==> src/hw/rtl/reb_pkg.sv <==
// shared types and constants for the rotary encoder button qualifier
package reb_pkg;

  // event kind as carried on the input tuser
  typedef enum logic {
    KIND_BUTTON  = 1'b0,
    KIND_ENCODER = 1'b1
  } kind_t;

  // press report on a qualified release
  typedef enum logic [1:0] {
    PRESS_NONE  = 2'd0,
    PRESS_SHORT = 2'd1,
    PRESS_LONG  = 2'd2
  } press_t;

  // configuration register indexes
  localparam int REG_IDX_W = 2;
  typedef enum logic [REG_IDX_W-1:0] {
    REG_BUTTON_DEBOUNCE = 2'd0,
    REG_LONG_PRESS      = 2'd1,
    REG_ENCODER_LOCKOUT = 2'd2,
    REG_REVERSE_LOCKOUT = 2'd3
  } reg_index_t;

  localparam int TIME_W = 32;
  localparam int CFG_W  = 16;
  localparam int POS_W  = 16;

  // register reset values
  localparam logic [CFG_W-1:0] BUTTON_DEBOUNCE_RST = 16'd50;
  localparam logic [CFG_W-1:0] LONG_PRESS_RST      = 16'd500;
  localparam logic [CFG_W-1:0] ENCODER_LOCKOUT_RST = 16'd250;
  localparam logic [CFG_W-1:0] REVERSE_LOCKOUT_RST = 16'd400;

  // classified event between front and back
  typedef struct packed {
    kind_t             kind;
    logic [TIME_W-1:0] now_ms;
    logic              dt_level;
  } item_t;

  // one result beat
  typedef struct packed {
    logic              button_held;
    press_t            press_event;
    logic              position_changed;
    logic signed [POS_W-1:0] position;
  } result_t;

endpackage

==> src/hw/rtl/reb_front.sv <==
// input stage: takes stream beats, classifies them and hands them to the queue
module reb_front (
  input  logic                       clk,
  input  logic                       rst,
  input  logic                       s_tvalid,
  output logic                       s_tready,
  input  logic [39:0]                s_tdata,
  input  logic [0:0]                 s_tuser,
  output logic                       push_valid,
  input  logic                       push_ready,
  output reb_pkg::item_t             push_item
);

  logic           held_valid;
  reb_pkg::item_t item;

  // register frees up when empty or when the queue takes it
  assign s_tready   = !held_valid || push_ready;
  assign push_valid = held_valid;
  assign push_item  = item;

  // valid flag of the input register
  always_ff @(posedge clk) begin
    if (rst) begin
      held_valid <= 1'b0;
    end else if (s_tready) begin
      held_valid <= s_tvalid;
    end
  end

  // classify and capture the beat
  always_ff @(posedge clk) begin
    if (s_tvalid && s_tready) begin
      item.kind     <= s_tuser[0] ? reb_pkg::KIND_ENCODER : reb_pkg::KIND_BUTTON;
      item.now_ms   <= s_tdata[reb_pkg::TIME_W-1:0];
      item.dt_level <= s_tdata[reb_pkg::TIME_W];
    end
  end

endmodule

==> src/hw/rtl/reb_fifo.sv <==
// short queue of classified events between front and back
module reb_fifo #(
  parameter int DEPTH = 4
) (
  input  logic           clk,
  input  logic           rst,
  input  logic           push_valid,
  output logic           push_ready,
  input  reb_pkg::item_t push_item,
  output logic           pop_valid,
  input  logic           pop_ready,
  output reb_pkg::item_t pop_item
);

  localparam int PTR_W = (DEPTH > 1) ? $clog2(DEPTH) : 1;
  localparam int CNT_W = $clog2(DEPTH + 1);

  reb_pkg::item_t   slots [DEPTH];
  logic [PTR_W-1:0] wr_ptr;
  logic [PTR_W-1:0] rd_ptr;
  logic [CNT_W-1:0] count;
  logic             push;
  logic             pop;

  assign push_ready = count != CNT_W'(DEPTH);
  assign pop_valid  = count != '0;
  assign push       = push_valid && push_ready;
  assign pop        = pop_valid && pop_ready;
  assign pop_item   = slots[rd_ptr];

  // entry storage
  always_ff @(posedge clk) begin
    if (push) begin
      slots[wr_ptr] <= push_item;
    end
  end

  // pointers and fill count
  always_ff @(posedge clk) begin
    if (rst) begin
      wr_ptr <= '0;
      rd_ptr <= '0;
      count  <= '0;
    end else begin
      if (push) begin
        wr_ptr <= (wr_ptr == PTR_W'(DEPTH - 1)) ? '0 : wr_ptr + 1'b1;
      end
      if (pop) begin
        rd_ptr <= (rd_ptr == PTR_W'(DEPTH - 1)) ? '0 : rd_ptr + 1'b1;
      end
      case ({push, pop})
        2'b10:   count <= count + 1'b1;
        2'b01:   count <= count - 1'b1;
        default: count <= count;
      endcase
    end
  end

  // fill count never passes the depth
  a_count_bound: assert property (@(posedge clk) disable iff (rst)
    count <= CNT_W'(DEPTH))
    else $error("queue count above depth");

  // fill count moves by at most one per cycle
  a_count_step: assert property (@(posedge clk) disable iff (rst)
    1'b1 |=> (count == $past(count) || count == $past(count) + 1'b1 ||
              count + 1'b1 == $past(count)))
    else $error("queue count jumped");

endmodule

==> src/hw/rtl/reb_back.sv <==
// event execution: timing state, config registers and the result register
module reb_back (
  input  logic                                clk,
  input  logic                                rst,
  input  logic                                cfg_valid,
  output logic                                cfg_ready,
  input  logic [reb_pkg::REG_IDX_W-1:0]       cfg_index,
  input  logic [reb_pkg::CFG_W-1:0]           cfg_data,
  input  logic                                pop_valid,
  output logic                                pop_ready,
  input  reb_pkg::item_t                      pop_item,
  output logic                                out_valid,
  input  logic                                out_ready,
  output reb_pkg::result_t                    out_result
);

  logic [reb_pkg::CFG_W-1:0]  button_debounce_ms;
  logic [reb_pkg::CFG_W-1:0]  long_press_ms;
  logic [reb_pkg::CFG_W-1:0]  encoder_lockout_ms;
  logic [reb_pkg::CFG_W-1:0]  reverse_lockout_ms;

  logic [reb_pkg::TIME_W-1:0] last_button_time;
  logic [reb_pkg::TIME_W-1:0] last_encoder_time;
  logic                       held;
  logic                       last_direction;
  logic [reb_pkg::POS_W-1:0]  step_count;

  logic [reb_pkg::TIME_W-1:0] button_gap;
  logic [reb_pkg::TIME_W-1:0] encoder_gap;
  logic                       button_ok;
  logic                       encoder_ok;
  logic                       take_button;
  logic                       take_encoder;
  logic                       pop;
  logic [reb_pkg::POS_W-1:0]  step_count_next;
  logic                       held_next;
  reb_pkg::press_t            press_next;

  assign cfg_ready = 1'b1;

  // result register takes a new beat when empty or being drained
  assign pop_ready = !out_valid || out_ready;
  assign pop       = pop_valid && pop_ready;

  // gap tests, modulo 2^32
  assign button_gap  = pop_item.now_ms - last_button_time;
  assign encoder_gap = pop_item.now_ms - last_encoder_time;
  assign button_ok   = button_gap >= {{(reb_pkg::TIME_W-reb_pkg::CFG_W){1'b0}},
                                      button_debounce_ms};
  assign encoder_ok  =
    (encoder_gap >= {{(reb_pkg::TIME_W-reb_pkg::CFG_W){1'b0}}, encoder_lockout_ms}) &&
    !((encoder_gap < {{(reb_pkg::TIME_W-reb_pkg::CFG_W){1'b0}}, reverse_lockout_ms}) &&
      (pop_item.dt_level != last_direction));

  assign take_button  = pop && (pop_item.kind == reb_pkg::KIND_BUTTON) && button_ok;
  assign take_encoder = pop && (pop_item.kind == reb_pkg::KIND_ENCODER) && encoder_ok;

  // next state and press report
  always_comb begin
    step_count_next = step_count;
    held_next       = held;
    press_next      = reb_pkg::PRESS_NONE;
    if (take_button) begin
      held_next = !held;
      if (held) begin
        press_next = (button_gap > {{(reb_pkg::TIME_W-reb_pkg::CFG_W){1'b0}},
                                    long_press_ms}) ?
                     reb_pkg::PRESS_LONG : reb_pkg::PRESS_SHORT;
      end
    end
    if (take_encoder) begin
      step_count_next = pop_item.dt_level ? step_count + 1'b1 : step_count - 1'b1;
    end
  end

  // configuration registers
  always_ff @(posedge clk) begin
    if (rst) begin
      button_debounce_ms <= reb_pkg::BUTTON_DEBOUNCE_RST;
      long_press_ms      <= reb_pkg::LONG_PRESS_RST;
      encoder_lockout_ms <= reb_pkg::ENCODER_LOCKOUT_RST;
      reverse_lockout_ms <= reb_pkg::REVERSE_LOCKOUT_RST;
    end else if (cfg_valid && cfg_ready) begin
      case (cfg_index)
        reb_pkg::REG_BUTTON_DEBOUNCE: button_debounce_ms <= cfg_data;
        reb_pkg::REG_LONG_PRESS:      long_press_ms      <= cfg_data;
        reb_pkg::REG_ENCODER_LOCKOUT: encoder_lockout_ms <= cfg_data;
        reb_pkg::REG_REVERSE_LOCKOUT: reverse_lockout_ms <= cfg_data;
        default: ;
      endcase
    end
  end

  // qualifier state
  always_ff @(posedge clk) begin
    if (rst) begin
      last_button_time  <= '0;
      last_encoder_time <= '0;
      held              <= 1'b0;
      last_direction    <= 1'b0;
      step_count        <= '0;
    end else begin
      if (take_button) begin
        last_button_time <= pop_item.now_ms;
      end
      if (take_encoder) begin
        last_encoder_time <= pop_item.now_ms;
        last_direction    <= pop_item.dt_level;
      end
      held       <= held_next;
      step_count <= step_count_next;
    end
  end

  // result register
  always_ff @(posedge clk) begin
    if (rst) begin
      out_valid <= 1'b0;
    end else if (pop_ready) begin
      out_valid <= pop_valid;
    end
  end

  always_ff @(posedge clk) begin
    if (pop) begin
      out_result.position         <= step_count_next;
      out_result.position_changed <= take_encoder;
      out_result.press_event      <= press_next;
      out_result.button_held      <= held_next;
    end
  end

  // held state only moves on a button event
  a_held_source: assert property (@(posedge clk) disable iff (rst)
    !(pop && pop_item.kind == reb_pkg::KIND_BUTTON) |=> $stable(held))
    else $error("held state changed without a button event");

  // encoder events never report a press
  a_encoder_no_press: assert property (@(posedge clk) disable iff (rst)
    (pop && pop_item.kind == reb_pkg::KIND_ENCODER) |=>
      out_result.press_event == reb_pkg::PRESS_NONE)
    else $error("press reported on an encoder event");

  // a reported press is always a release
  a_press_released: assert property (@(posedge clk) disable iff (rst)
    (out_valid && out_result.press_event != reb_pkg::PRESS_NONE) |->
      (!out_result.button_held && !out_result.position_changed))
    else $error("press reported while held or with a step");

endmodule

==> src/hw/rtl/rotary_encoder_button_qualifier_top.sv <==
// Rotary encoder and push button event qualifier, top level.
// Takes one edge event per beat and returns exactly one result beat per event, in
// order. A new event can be accepted every clock cycle unless output back-pressure
// has filled the queue; the rate is set by the back end, which tests the event
// against the timing state and updates it. When nothing stalls, an event passes the
// input register, one queue entry and the result register, in that order, before
// its result is valid on the output. The queue of QUEUE_DEPTH entries lets input
// and output stall independently. Configuration writes are always taken and should
// be made while no event is in flight.
module rotary_encoder_button_qualifier_top #(
  parameter int QUEUE_DEPTH = 4
) (
  input  logic                          clk,
  input  logic                          rst,
  // event input
  input  logic                          s_tvalid,
  output logic                          s_tready,
  input  logic [39:0]                   s_tdata,   // now_ms[31:0], dt_level[32], zero pad
  input  logic [0:0]                    s_tuser,   // operation[0]
  // result output
  output logic                          m_tvalid,
  input  logic                          m_tready,
  output logic [23:0]                   m_tdata,   // position[15:0], position_changed[16],
                                                   // press_event[18:17], button_held[19], pad
  // configuration writes
  input  logic                          cfg_valid,
  output logic                          cfg_ready,
  input  logic [reb_pkg::REG_IDX_W-1:0] cfg_index,
  input  logic [reb_pkg::CFG_W-1:0]     cfg_data
);

  logic             push_valid;
  logic             push_ready;
  reb_pkg::item_t   push_item;
  logic             pop_valid;
  logic             pop_ready;
  reb_pkg::item_t   pop_item;
  reb_pkg::result_t out_result;

  reb_front u_front (
    .clk        (clk),
    .rst        (rst),
    .s_tvalid   (s_tvalid),
    .s_tready   (s_tready),
    .s_tdata    (s_tdata),
    .s_tuser    (s_tuser),
    .push_valid (push_valid),
    .push_ready (push_ready),
    .push_item  (push_item)
  );

  reb_fifo #(
    .DEPTH (QUEUE_DEPTH)
  ) u_fifo (
    .clk        (clk),
    .rst        (rst),
    .push_valid (push_valid),
    .push_ready (push_ready),
    .push_item  (push_item),
    .pop_valid  (pop_valid),
    .pop_ready  (pop_ready),
    .pop_item   (pop_item)
  );

  reb_back u_back (
    .clk        (clk),
    .rst        (rst),
    .cfg_valid  (cfg_valid),
    .cfg_ready  (cfg_ready),
    .cfg_index  (cfg_index),
    .cfg_data   (cfg_data),
    .pop_valid  (pop_valid),
    .pop_ready  (pop_ready),
    .pop_item   (pop_item),
    .out_valid  (m_tvalid),
    .out_ready  (m_tready),
    .out_result (out_result)
  );

  // pack the result beat
  assign m_tdata = {4'b0000, out_result};

endmodule

==> config.mk <==
export PLATFORM = sky130hd
export DESIGN_NAME = rotary_encoder_button_qualifier_top
export DESIGN_NICKNAME = d
export VERILOG_FILES = /design/src/hw/rtl/reb_pkg.sv /design/src/hw/rtl/reb_front.sv /design/src/hw/rtl/reb_fifo.sv /design/src/hw/rtl/reb_back.sv /design/src/hw/rtl/rotary_encoder_button_qualifier_top.sv
export SDC_FILE = /design/constraint.sdc
export NUM_CORES = 1
export LEC_CHECK = 0
export ABC_AREA = 1
export BUFFER_PORTS_ARGS = -buffer_cell sky130_fd_sc_hd__buf_2
export CORE_MARGIN = 10
export CORE_UTILIZATION = 50
export DETAILED_ROUTE_END_ITERATION = 10
export PLACE_DENSITY_LB_ADDON = 0.08
export SKIP_LAST_GASP = 1
export SLEW_MARGIN = 15
export SYNTH_ARGS = -nofsm -noshare
export SYNTH_HDL_FRONTEND = slang
export SYNTH_HIERARCHICAL = 1
export SYNTH_SLANG_ARGS = --single-unit
==> constraint.sdc <==
create_clock -name clk -period 5.9 [get_ports clk]
set_input_delay 1.77 -clock clk [delete_from_list [all_inputs] [get_ports clk]]
set_output_delay 1.77 -clock clk [all_outputs]
set_load 0.005 [all_outputs]
==> results of run 1 <==
==> cells by family after synthesis <==
| group | after synthesis | synth area share, % |
|---|---|---|
| buf+inv | 537 | 10.7 |
| xor+xnor | 45 | 1.93 |
| fa+ha+maj | 150 | 9.32 |
| simple gates | 1185 | 24.3 |
| other cells | 2 | 0.0367 |
| flops | 347 | 43.3 |
| compound gates | 374 | 10.5 |
==> sequential cells by signal, summed over array words and instances, names as in the netlist, named ones only <==
| name | count |
|---|---|
| u_fifo/wr_ptr | 2 |
| u_fifo/rd_ptr | 2 |
| u_front/push_item | 34 |
| u_back/encoder_lockout_ms | 16 |
| u_back/step_count | 16 |
| u_back/out_result | 20 |
| u_back/out_valid | 1 |
| u_fifo/slots | 136 |
| u_front/push_valid | 1 |
| u_back/button_debounce_ms | 16 |
| u_back/reverse_lockout_ms | 16 |
| u_back/held | 1 |
| u_back/last_encoder_time | 32 |
| u_back/last_direction | 1 |
| u_fifo/count | 3 |
| u_back/last_button_time | 32 |
| u_back/long_press_ms | 16 |
==> per-stage QoR <==
step	hold WS, ns	cells	setup slack (ns)
floorplan	0.435	2643	1.96
global placement	0.447	3196	0.975
detailed placement	0.454	3196	0.904
CTS	0.463	3269	0.896
global route	0.478	3270	0.463
finish	0.459	3270	0.934
==> synthesized netlist by cell type, drive strengths merged, types with 2 or more instances <==
cell type	instances
inv	458
conb	2
buf	43
a211oi	6
o21bai	4
o2111ai	2
or2	3
nand3b	9
a21boi	2
ha	146
dfxtp	157
xor2	36
o211ai	16
nor3	17
clkbuf	34
a21o	3
o22ai	34
nand2	645
edfxtp	190
fa	4
and2	6
xnor2	9
nand3	154
a31oi	3
a21oi	159
clkinv	2
nand4	23
o21ai	143
nor2	328
==> layer usage <==
| layer | track usage [%] | share of wire [%] | up-vias |
|---|---|---|---|
| met1 | 27.0 | 47 | 7842 |
| met2 | 36.2 | 47 | 324 |
| met3 | 2.85 | 3.9 | 78 |
| li1 | - | - | 8617 |
| met4 | 5.88 | 2.4 | 0 |
| met5 | 0 | 0 | - |
==> final timing paths <==
path / cells past startpoint / from / slack [ns] / endpoint
worst max register to register: 24 / flip-flop / 0.93 / u_back/last_encoder_time[7]$_SDFFE_PP0P_
worst max-delay path: 24 / flip-flop / 0.93 / u_back/last_encoder_time[7]$_SDFFE_PP0P_
worst min-delay path: 2 / u_back/long_press_ms[1]$_SDFFE_PP0P_ / 0.46 / u_back/long_press_ms[1]$_SDFFE_PP0P_
worst min register to register: 2 / u_back/long_press_ms[1]$_SDFFE_PP0P_ / 0.46 / u_back/long_press_ms[1]$_SDFFE_PP0P_
==> final cells by class <==
class / instances / area, sq um / share of cell area, %
inverters: 460 / 1730 / 7.67
well taps: 532 / 666 / 2.94
clock buffers: 61 / 1150 / 5.10
clock inverters: 12 / 124 / 0.548
repair buffers: 99 / 586 / 2.59
flip-flops and latches: 347 / 8850 / 39.2
multi-input cells: 1759 / 9490 / 42.0
==> worst max-delay path, delay by kind of cell (launching register included) <==
family | cells | cell delay, ns
and+or+nand+nor | 13 | 1.40
DFF | 1 | 0.41
adders and majority gates | 2 | 0.81
xor gates and xnor gates | 1 | 0.37
AOI/OAI and AO/OA | 3 | 0.74
buffers and inverters | 5 | 1.05
==> summary.md, run 1 <==
| Metric | Value |
|---|---|
| FF+latch count, synth | `347` |
| Rows | `74` |
| Synthesized area | `20500 sq um` |
| Setup TNS | `0 ns` |
| Outcome | `complete, no violations` |
| Critical path startpoint category | `flip-flop` |
| Endpoints failing hold | `0` |
| Slew margin rel. | `17.4%` |
| Most used DFF post-synth | `edfxtp_1` |
| Final core occ | `55.6%` |
| Placed wire-length estimate | `40200 microns` |
| Kind of critical path | `flip-flop to flip-flop` |
| WP data arrival | `5.42 ns` |
| Max H-tree Level | `2` |
| Worst setup EP type | `flip-flop` |
| Most frequent CP cell | `nand2_1` |
| Post-route ant nets | `0` |
| Clk_lat worst skew | `0.56 ns` |
| ANT cells | `0` |
| I/O pins | `91` |
| DIE AREA | `49400 sq um` |
| GPL Wtd Cong | `0.931` |
| Chip width | `222 microns` |
| Dpl cell area | `21300 sq um` |
| CTS tree | `yes` |
| Cells taking the most area after synthesis | `edfxtp_1, dfxtp_1, nand2_1, ha_1, inv_1` |
| Cts bufs inserted | `41` |
| Warnings from Yosys | `6` |
| Crit path largest cell delay | `0.50 ns` |
| WL final | `52900 microns` |
| Final setup fails | `0` |
| Max frequency | `201 MHz` |
| Crit-path slowest cell | `fa_1` |
| Gr usage total | `21.0%` |
| Yosys cell types | `49` |
| Leading area contributor after synthesis | `edfxtp_1` |
| CTS Buffer Depth | `3` |
| Share of the yosys chip area belonging to registers | `43.3%` |
| Initial DRT Pass Iterations | `5` |
| Die height | `222 microns` |
| Fin crit share | `84.2%` |
| Top-area cell type share of the netlist area | `27.9%` |
| Final nets | `2922` |
| Crit-path max FO | `55` |
| Fin area | `22600 sq um` |
| Commonest cells after routing, fill and taps aside | `nand2_1, inv_1, nor2_1, edfxtp_1, a21oi_1` |
| Clk sink count | `347` |
| Post-route DRC | `0` |
| Initial core utilization | `50.3%` |
| Synth-to-Final Area Change | `10.5%` |
| Worst path cell trace | `inv_6 -> o21ai_0 -> o22ai_2 -> inv_1 -> fa_1 -> inv_1 -> nand2_1 -> nand3_1 -> xor2_1 -> ha_1 -> inv_1 -> nor3_1 -> a211oi_1 -> nand2_1 -> nand2_1 -> nand2_1 -> nand2_1 -> nand2_1 -> nand2_1 -> nand3_4 -> nand2_4 -> inv_2 -> nor2_1 -> nor2_1` |
| Synthesized instance count | `2640` |
| Post-synth EDFFs | `190` |
| PortBufs | `78` |
| CTS Hold Bufs | `0` |
| Root Driver | `clkbuf_16` |
| Filler cells | `3894` |
| Max-cap violations | `0` |
| Aggregate global routing overflow | `0` |
| FFs w/ async S/R, synth | `0%` |
| Mapped Avg Cell Area | `7.75 sq um` |
| Vias in the first global route | `16400` |
| Core Footprint | `40600 sq um` |
| Worst EP required | `6.35 ns` |
| Max Slew Vio Count | `0` |
| Resized cells post-CTS | `0` |
| First-pass GRT wire length | `85100 microns` |
| Commonest non-fill, non-tap cell in the layout | `nand2_1` |
| Initial DRC count | `1347` |
| DR vias/cell | `5.16` |
| Tmin final | `4.97 ns` |
| Largest net degree at the start of global routing | `74` |
| Register clock-pin slew on the reported worst setup and hold paths | `0.06 ns` |
| Worst-Margin Slew | `1.23 ns` |
| Post-CTS Setup Bufs | `0` |
| Worst hold path class | `flip-flop to flip-flop` |
| Wire per inst | `16.2 microns` |
| Initial antenna violation count | `0` |
| Via count | `16900` |
| RSZ-0062 raised after global routing | `false` |
| Final Skew | `0.0198 ns` |
| Share of cells above drive strength 1 | `9.28%` |
Power of run 1 is not shown: default switching activity piles up to over one toggle a cycle in this logic, so the estimate is an artifact.
==> inputs of run 2 (changes only) <==
Clock period 5.9 ns to 4.2 ns, I/O delays scaled along.
==> run 2 against run 1 <==
Non-clock buffer count up 243. Sequential share of layout area down 5.0 points. Critical path depth up 6. Cell area up 15%. Critical path type unchanged. Highest routed layer unchanged.
==> summary.md, run 2 (synthesis gave the netlist of run 1 again) <==
| Metric | Value |
|---|---|
| Core Footprint | `40600 sq um (unchanged)` |
| Max frequency | `240 MHz (+19%)` |
| Final Skew | `0.0278 ns (+0.00793 ns)` |
| Clk sink count | `347 (unchanged)` |
| Final setup fails | `0 (unchanged)` |
| Crit-path max FO | `7 (-87%)` |
| Worst hold slack | `0.459 ns (-0.000214 ns)` |
| Setup TNS | `0 ns (unchanged)` |
| ANT cells | `0 (unchanged)` |
| Wire per inst | `16.0 microns (-0.77%)` |
| Outcome | `complete, no violations` |
| RSZ-0062 raised after global routing | `true` |
| Post-route ant nets | `0 (unchanged)` |
| CTS Buffer Depth | `3 (unchanged)` |
| Max H-tree Level | `2 (unchanged)` |
| Rows | `74 (unchanged)` |
| Initial antenna violation count | `0 (unchanged)` |
| Non-Filler Instances | `3511 (+7.4%)` |
| WP data arrival | `4.52 ns (-0.90 ns)` |
| Worst EP required | `4.55 ns (-1.80 ns)` |
| Max Slew Vio Count | `0 (unchanged)` |
| Critical path startpoint category | `flip-flop` |
| Aggregate global routing overflow | `0 (unchanged)` |
| Kind of critical path | `flip-flop to flip-flop` |
| Post-route DRC | `0 (unchanged)` |
| Largest register FFs | `136 (unchanged)` |
| Placed wire-length estimate | `41300 microns (+2.7%)` |
| Worst hold path class | `flip-flop to flip-flop` |
| Fin area | `25900 sq um (+15%)` |
| Worst-Margin Slew | `1.15 ns (-0.0810 ns)` |
| Initial core utilization | `50.3% (unchanged)` |
| Via count | `17800 (+5.5%)` |
| Vias in the first global route | `17000 (+3.5%)` |
| Register clock-pin slew on the reported worst setup and hold paths | `0.07 ns (about the same)` |
| Initial DRT Pass Iterations | `5 (unchanged)` |
| Root Driver | `clkbuf_16` |
| Largest Register | `u_fifo/slots` |
| GPL Wtd Cong | `0.950 (+2.1%)` |
| Endpoints failing hold | `0 (unchanged)` |
| Fin crit share | `99.2% (+15 points)` |
| Crit-path slowest cell | `dfxtp_4` |
| I/O pins | `91 (unchanged)` |
| Max-cap violations | `0 (unchanged)` |
| Die height | `222 microns (unchanged)` |
| Initial DRC count | `1033 (-23%)` |
| Gr usage total | `21.5% (+0.51 points)` |
| Worst setup EP type | `flip-flop` |
| First-pass GRT wire length | `87100 microns (+2.4%)` |
| Final nets | `3163 (+8.2%)` |
| DIE AREA | `49400 sq um (unchanged)` |
| Synth-to-Final Area Change | `26.8%` |
| Largest net degree at the start of global routing | `91 (+23%)` |
| Cts bufs inserted | `39 (-4.9%)` |
| PortBufs | `78 (unchanged)` |
| DR vias/cell | `5.06 (-1.8%)` |
| Commonest non-fill, non-tap cell in the layout | `nand2_1` |
| Commonest cells after routing, fill and taps aside | `nand2_1, inv_1, nor2_1, buf_4, edfxtp_1` |
| Cells after DPL | `3397 (+6.3%)` |
| Crit path largest cell delay | `0.46 ns (-0.04 ns)` |
| CTS Hold Bufs | `0 (unchanged)` |
| Clk_lat worst skew | `0.59 ns (+0.03 ns)` |
| Tmin final | `4.17 ns (-0.799 ns)` |
| Share of cells above drive strength 1 | `22.9% (+14 points)` |
| Dpl cell area | `22900 sq um (+7.4%)` |
| Slew margin rel. | `23.1% (+5.7 points)` |
| WL final | `56300 microns (+6.5%)` |
| CTS tree | `yes` |
| Chip width | `222 microns (unchanged)` |
==> run 2: cell count changes in the layout (fill, tap and decap cells not counted), sizes merged <==
cell	before	now
clkinv	9	11
inv	461	462
clkbuf	61	56
clkinvlp	0	3
buf	99	339
==> run 2: final cells by class <==
type / count / area, sq um
clock buffers: 53 / 1090
well taps: 532 / 666
multi-input cells: 1759 / 10700
flip-flops and latches: 347 / 8850
fillers: 3506 / 14700
clock inverters: 18 / 180
inverters: 460 / 1740
repair buffers: 342 / 2690
==> run 2: per-stage QoR <==
stage | utilization (%) | setup slack (ns)
floorplan | - | 0.351
global placement | 56.3 | -0.218
detailed placement | 56.3 | -0.270
CTS | 60.4 | -0.0385
global route | 63.8 | -0.181
finish | 63.8 | 0.0327
==> run 2: final timing paths <==
path                                                            startpoint                                          to  slack, ns  cells after the start
worst max-delay path                                             flip-flop              u_back/out_result[8]$_DFFE_PP_       0.03                     30
worst min-delay path            u_back/button_debounce_ms[14]$_SDFFE_PP0P_  u_back/button_debounce_ms[14]$_SDFFE_PP0P_       0.46                      2
worst max register to register                                   flip-flop              u_back/out_result[8]$_DFFE_PP_       0.03                     30
worst min register to register  u_back/button_debounce_ms[14]$_SDFFE_PP0P_  u_back/button_debounce_ms[14]$_SDFFE_PP0P_       0.46                      2
==> run 2: what timing repair did <==
action                     in CTS  in global routing
pin swaps                      15                 68
resized for setup              54                235
setup endpoints to repair     102                102
cloned                          2                  3
setup buffers                   9                 31
==> run 2: per-layer routing <==
| layer | track usage (%) | up-vias | part of all wire (%) |
|---|---|---|---|
| li1 | - | 9090 | - |
| met1 | 27.3 | 8251 | 45 |
| met2 | 37.1 | 349 | 48 |
| met3 | 2.70 | 90 | 4.1 |
| met4 | 7.53 | 0 | 3.2 |
| met5 | 0 | - | 0 |
==> run 2: worst max-delay path: cells and delay by family (launching register included) <==
family                   cells  cell delay, ns
AND/OR/NAND/NOR             14            1.30
XOR/XNOR                     1            0.22
flip-flops                   1            0.46
buffers and inverters       11            1.19
AO/OA/AOI/OAI                2            0.27
adder cells (fa/ha/maj)      2            0.49
Power of run 2 is left out for the same reason.
